[config.mk]
export PLATFORM = sky130hd
export DESIGN_NAME = hbw_divider
export DESIGN_NICKNAME = d
export VERILOG_FILES = /design/src/design/hbw_pkg.sv /design/src/design/hbw_divider.sv
export SDC_FILE = /design/constraint.sdc
export NUM_CORES = 2
export LEC_CHECK = 0
export BUFFER_PORTS_ARGS = -buffer_cell sky130_fd_sc_hd__buf_4
export CORE_MARGIN = 1
export CORE_UTILIZATION = 57
export CTS_CLUSTER_DIAMETER = 80
export DETAILED_ROUTE_END_ITERATION = 7
export PLACE_DENSITY = 0.76
export SLEW_MARGIN = 0
export SYNTH_ARGS = -nofsm -noshare
export SYNTH_HDL_FRONTEND = slang
export SYNTH_SLANG_ARGS = --single-unit
export TNS_END_PERCENT = 1
[constraint.sdc]
create_clock -name clk -period 3.7 [get_ports clk]
set_input_delay 0.925 -clock clk [delete_from_list [all_inputs] [get_ports clk]]
set_output_delay 0.925 -clock clk [all_outputs]
set_load 0.1 [all_outputs]
[src/design/hbw_pkg.sv]
// shared types, constants and widths for the band threshold homography warp
package hbw_pkg;

    localparam int IMAGE_WIDTH  = 640;
    localparam int IMAGE_HEIGHT = 480;
    localparam int BAND_LOW     = 100;
    localparam int BAND_HIGH    = 170;

    localparam int NUM_REGS = 8;
    localparam int COEF_W   = 32;
    localparam int SUM_W    = 44;   // signed numerator / denominator sums
    localparam int DIV_W    = 46;   // unsigned 2n+d and 2d
    localparam int Q_BITS   = 16;   // quotient bits resolved by the divider
    localparam int REM_W    = DIV_W + Q_BITS;

    localparam logic [COEF_W-1:0] Q_ONE = COEF_W'(65536);

    // register indexes
    localparam logic [2:0] REG_XX = 3'd0;
    localparam logic [2:0] REG_XY = 3'd1;
    localparam logic [2:0] REG_XO = 3'd2;
    localparam logic [2:0] REG_YX = 3'd3;
    localparam logic [2:0] REG_YY = 3'd4;
    localparam logic [2:0] REG_YO = 3'd5;
    localparam logic [2:0] REG_WX = 3'd6;
    localparam logic [2:0] REG_WY = 3'd7;

    typedef logic [NUM_REGS-1:0][COEF_W-1:0] coef_set_t;

    typedef struct packed {
        logic [7:0] grey_value;
        logic [9:0] column;
        logic [8:0] row;
    } pixel_t;

    typedef struct packed {
        logic               in_band;
        logic signed [15:0] proj_x;
        logic signed [15:0] proj_y;
        logic               degenerate;
    } result_t;

    // per-item status leaving the front end
    typedef struct packed {
        logic valid;
        logic band;
        logic degen;
    } side_t;

    // divider operand for one axis
    typedef struct packed {
        logic [DIV_W-1:0] num;
        logic             neg;
        logic             ovf;
    } div_op_t;

endpackage

[src/design/hbw_divider.sv]
// pipelined restoring divider, one quotient bit per stage
module hbw_divider (
    input  logic                      clk,
    input  hbw_pkg::div_op_t          op,
    input  logic [hbw_pkg::DIV_W-1:0] den2,
    output logic [hbw_pkg::Q_BITS-1:0] quot,
    output logic                      neg,
    output logic                      ovf
);

    localparam int QB = hbw_pkg::Q_BITS;
    localparam int RW = hbw_pkg::REM_W;
    localparam int DW = hbw_pkg::DIV_W;

    logic [RW-1:0] rem_reg  [1:QB];
    logic [DW-1:0] den_reg  [1:QB];
    logic [QB-1:0] quot_reg [1:QB];
    logic          neg_reg  [1:QB];
    logic          ovf_reg  [1:QB];

    for (genvar k = 0; k < QB; k++)
    begin : g_stage
        logic [RW-1:0] rem_in;
        logic [DW-1:0] den_in;
        logic [QB-1:0] quot_in;
        logic          neg_in;
        logic          ovf_in;
        logic [RW-1:0] dsh;
        logic          take;

        // stage 0 takes the operands as they are
        if (k == 0)
        begin : g_in
            assign rem_in  = {{QB{1'b0}}, op.num};
            assign den_in  = den2;
            assign quot_in = '0;
            assign neg_in  = op.neg;
            assign ovf_in  = op.ovf;
        end
        else
        begin : g_in
            assign rem_in  = rem_reg[k];
            assign den_in  = den_reg[k];
            assign quot_in = quot_reg[k];
            assign neg_in  = neg_reg[k];
            assign ovf_in  = ovf_reg[k];
        end

        // trial subtract of the shifted divisor
        assign dsh  = {{QB{1'b0}}, den_in} << (QB - 1 - k);
        assign take = rem_in >= dsh;

        always_ff @(posedge clk)
        begin
            rem_reg[k+1]  <= take ? rem_in - dsh : rem_in;
            den_reg[k+1]  <= den_in;
            quot_reg[k+1] <= {quot_in[QB-2:0], take};
            neg_reg[k+1]  <= neg_in;
            ovf_reg[k+1]  <= ovf_in;
        end
    end

    assign quot = quot_reg[QB];
    assign neg  = neg_reg[QB];
    assign ovf  = ovf_reg[QB];

endmodule

# Word level (Yosys, flattened, before mapping)
# Memory sizes are Yosys's and may differ from the RTL's.
# Cells that the tools add are included.
[totals]
reg_bits = 0
latch_bits = 0
ramBits = 2016
romBits = 0
in_bits = 95
output_inout_bits = 18
wordCells = 53
n_memories = 5
[op_classes]
n_addsub = 16
multipliers = 0
n_div = 0
magnitude_cmp = 16
eq_ne = 0
n_shift = 0
n_mux = 16
n_bitwise = 0
reduce_logical = 0
[memory_table]
columns = ["memory", "words", "width", "read_ports", "rd_clocked_by_memory_dff", "write_ports", "line", "text"]
rows = [
  ["rem_reg", 16, 62, 15, 0, 16, "hbw_divider.sv:15", "logic [RW-1:0] rem_reg [1:QB];"],
  ["den_reg", 16, 46, 15, 0, 16, "hbw_divider.sv:16", "logic [DW-1:0] den_reg [1:QB];"],
  ["quot_reg", 16, 16, 16, 0, 16, "hbw_divider.sv:17", "logic [QB-1:0] quot_reg [1:QB];"],
  ["neg_reg", 16, 1, 16, 0, 16, "hbw_divider.sv:18", "logic neg_reg [1:QB];"],
  ["ovf_reg", 16, 1, 16, 0, 16, "hbw_divider.sv:19", "logic ovf_reg [1:QB];"],
]
[ops]
columns = ["op", "count"]
rows = [
  ["two-way mux 62 bit", 16],
  ["greater-or-equal comparator 62 x 46 -> 1 bit", 1],
  ["greater-or-equal comparator 62 x 47 -> 1 bit", 1],
  ["greater-or-equal comparator 62 x 48 -> 1 bit", 1],
  ["greater-or-equal comparator 62 x 49 -> 1 bit", 1],
  ["greater-or-equal comparator 62 x 50 -> 1 bit", 1],
  ["greater-or-equal comparator 62 x 51 -> 1 bit", 1],
  ["greater-or-equal comparator 62 x 52 -> 1 bit", 1],
  ["greater-or-equal comparator 62 x 53 -> 1 bit", 1],
  ["greater-or-equal comparator 62 x 54 -> 1 bit", 1],
  ["greater-or-equal comparator 62 x 55 -> 1 bit", 1],
  ["greater-or-equal comparator 62 x 56 -> 1 bit", 1],
  ["greater-or-equal comparator 62 x 57 -> 1 bit", 1],
  ["greater-or-equal comparator 62 x 58 -> 1 bit", 1],
  ["greater-or-equal comparator 62 x 59 -> 1 bit", 1],
  ["greater-or-equal comparator 62 x 60 -> 1 bit", 1],
  ["subtractor 46 x 61 -> 62 bit", 1],
  ["subtractor 62 x 46 -> 62 bit", 1],
  ["subtractor 62 x 47 -> 62 bit", 1],
  ["subtractor 62 x 48 -> 62 bit", 1],
  ["subtractor 62 x 49 -> 62 bit", 1],
  ["subtractor 62 x 50 -> 62 bit", 1],
  ["subtractor 62 x 51 -> 62 bit", 1],
  ["subtractor 62 x 52 -> 62 bit", 1],
  ["9 further kinds", 9],
]

# Longest topological paths before layout
# An unclocked memory read counts as a cell.
[logic_depth]
word_depth = 3
ltp_mapped = 18
depth_no_buf = 16

# Worst setup path after synthesis
# Ideal clock, no wire load.
[synth_path]
path_kind = "register -> register"
from = "reg, netlist name rem_reg[0][198]"
to = "reg, netlist name rem_reg[0][272]"
setup_ns = 0.123
arrival_time_ns = 3.625
t_required_ns = 3.577
slack_ns = -0.048
path_stages_with_launch = 17
path_buffers = 2
synth_period_minus_slack_ns = 3.748
path_cell_list = "dfxtp_1 > inv_1 > ha_1 > inv_1 > fa_1 > a21o_1 > a2111oi_0 > nor3_1 > nor4b_1 > o21ai_1 > a211oi_1 > o221ai_1 > a21oi_1 > and2_1 > buf_4 > buf_4 > mux2_1"

==> run metrics <==
Multi-input gate area 48000 sq um; pin count of the biggest net entering global routing 88; Hold WS 193 ps; vias in the first global route ~77000; Setup TNS -118 ps; maximum root-to-sink buffer count 3; Avg Cell Area, Syn 8.64 sq um; CTS tree yes; Largest register FFs 930; Fin. Hold Viols 0; Max Cap Violations 0; # rows between 100 and 150; PortBufs about 110; hold_buf cts 0; top-count cell post-synth dfxtp_1; drt pass-1 iters 6; number of DRC markers in iteration 0 between 4000 and 5000; Util after Layout approximately 70%; post-synthesis register bit count 1788; final setup margin -59.6 ps; worst-path maximum fanout 8; core area approximately 150000 sq um; routed wire length 250000 microns; Slew Limit Fails 0; Synth area leader dfxtp_1; DRC errors left 0; clock sink count approximately 1800; critical path class reg -> reg; Setup-failing EPs final 4; post-synth top area share 41.1%; crit path launch type flop; final worst path period share 102%; Sequential Area ~36000 sq um; unrepaired setup endpoints after global routing true; Syn Nets around 11000; htree depth 4; Tot GR Track Use 31.2%; CP Capture Type flop; worst skew pair latency 850 ps; synthesized instance count a little over 10000; fillcell total 11600; Required @ worst endpoint approximately 4400 ps; fin nets ~12000; Worst-Margin Slew 683 ps; ratio of cells with drive above 1 in the final layout around 18%; first-pass GRT wire length 386000 microns; Die W approximately 390 microns; power per cell area about 770 nW/um^2; Synth cell types 96; initial antenna violation count 0; failing checks negative setup slack; die area 154000 sq um; Leak 50.4 nW; Post-synth EDFFs 0; Mapped Area a little under 90000 sq um; Min-Delay Path Class in -> reg; Initial Util 57.4%; register area share after synthesis roughly two fifths; dpl hpwl just under 200000 microns; DIE HEIGHT approximately 390 microns; warnings from Yosys 0; GR Overflow Total 0; Post-synth top cells 1788 x dfxtp_1, 942 x a21oi_1, 922 x inv_1, 900 x nand2_1, 769 x o21ai_0; Arr. time, crit path roughly 4500 ps; vias per inst 5.65; Max-Slew Margin vs Limit a little over half; Final Skew 47.9 ps; Fmax about 0.27 GHz; ys async rst share 0%; peak supply drop between 0.5 and 0.6 mV; area delta synth->final 22.5%; Root Driver clkbuf_16; Detail Route Antenna Nets 0; ys flop type dfxtp_1; IO Pins ~110; wire length per cell about 19 microns; vias post-DR 75500; minimum clock period approximately 3800 ps; GP Congestion about 1.1; ranking of synthesized cells by area dfxtp_1 41%, ha_1 10%, a21oi_1 5.4%; status finished with violations; clock transition at the registers of the reported paths 60 ps; CTS buffer count between 150 and 200
-- per-layer routing --
| layer | GRT usage (%) | share of wire (%) | vias to the layer above |
|---|---|---|---|
| met5 | 0 | 0 | - |
| met4 | 23.6 | 8.9 | 0 |
| met3 | 3.55 | 3.5 | 949 |
| met2 | 60.2 | 52 | 2355 |
| met1 | 30.1 | 36 | 35000 |
| li1 | - | - | 37300 |
-- cells in the final DEF (no fill, tap or decap), types with 187 or more instances in the layout --
cell	n
a21o_1	425
a21oi_1	917
buf_4	1237
clkbuf_16	187
dfxtp_1	1775
ha_1	709
inv_1	911
nand2_1	894
nand4_1	212
nor2_1	610
o21ai_0	722
xnor2_1	401
xor2_1	323
-- logic make-up (layout without fill, tap and decap cells) --
kind of cell / after synthesis / count (layout) / synth area share (%)
compound gates: 2869 / 2869 / 20.1
simple gates: 2584 / 2584 / 14.1
flops: 1788 / 1788 / 41.1
buf+inv: 1306 / 2550 / 5.74
fa+ha+maj: 736 / 736 / 10.7
xor+xnor: 725 / 725 / 7.29
mux: 78 / 78 / 1.01
other cells: 0 / 4 / 0
-- area by class of cell --
type,instances,area share [%]
multi-input combinational,6992,44.9
sequential,1788,33.5
timing repair buffer,1289,9.55
clock buffer,237,4.77
inverter,925,3.26
tap,2030,2.38
clock inverter,99,1.55
antenna,4,0.00938
-- power by group --
part,internal [mW],switching [mW]
registers,23.3,2.61
clock network,12.1,7.97
logic,16.8,19.8
total,52.1,30.4
-- stage by stage --
| stage | cells | setup slack, ps | cell area (sq um) | total power [mW] |
|---|---|---|---|---|
| floorplan | 10100 | -22.3 | 87200 | 48.5 |
| global placement | 13000 | -422 | 97800 | 59.9 |
| detailed placement | 13000 | -565 | 97800 | 60.6 |
| CTS | 13300 | -68.7 | 105000 | 81.5 |
| global route | 13400 | -161 | 107000 | 87.5 |
| finish | 13400 | -59.6 | 107000 | 82.5 |
-- final timing paths --
check                    endpoint            start  cells past startpoint  slack [ps]
setup / recovery  rem_reg[0][176]   rem_reg[0][76]                     17         -60
hold / removal      ovf_reg[0][1]            op[0]                      1         190
setup reg to reg  rem_reg[0][176]   rem_reg[0][76]                     17         -60
hold reg to reg   quot_reg[3][53]  quot_reg[3][36]                      0         310
-- what timing repair did --
item                                   in CTS  in global routing
endpoints found under the hold margin       0                  0
setup endpoints to repair                 584                621
gates resized for setup                   136                253
buffers inserted                           21                 25
pin swaps                                  40                113
gates cloned                                4                  4
-- worst max-delay path, cell delays in order, from the launching register on --
cell	delay (ps)
dfxtp_2	340
inv_1	50
ha_2	190
inv_2	80
fa_2	270
a211oi_4	100
o21ai_2	230
nand3_2	190
a2111oi_4	390
buf_4	190
a21oi_2	100
a21oi_2	220
nor2_1	70
o211ai_1	260
a41o_2	320
buf_12	140
clkbuf_16	170
mux2_2	330
Power figures use the tool's default switching activity.
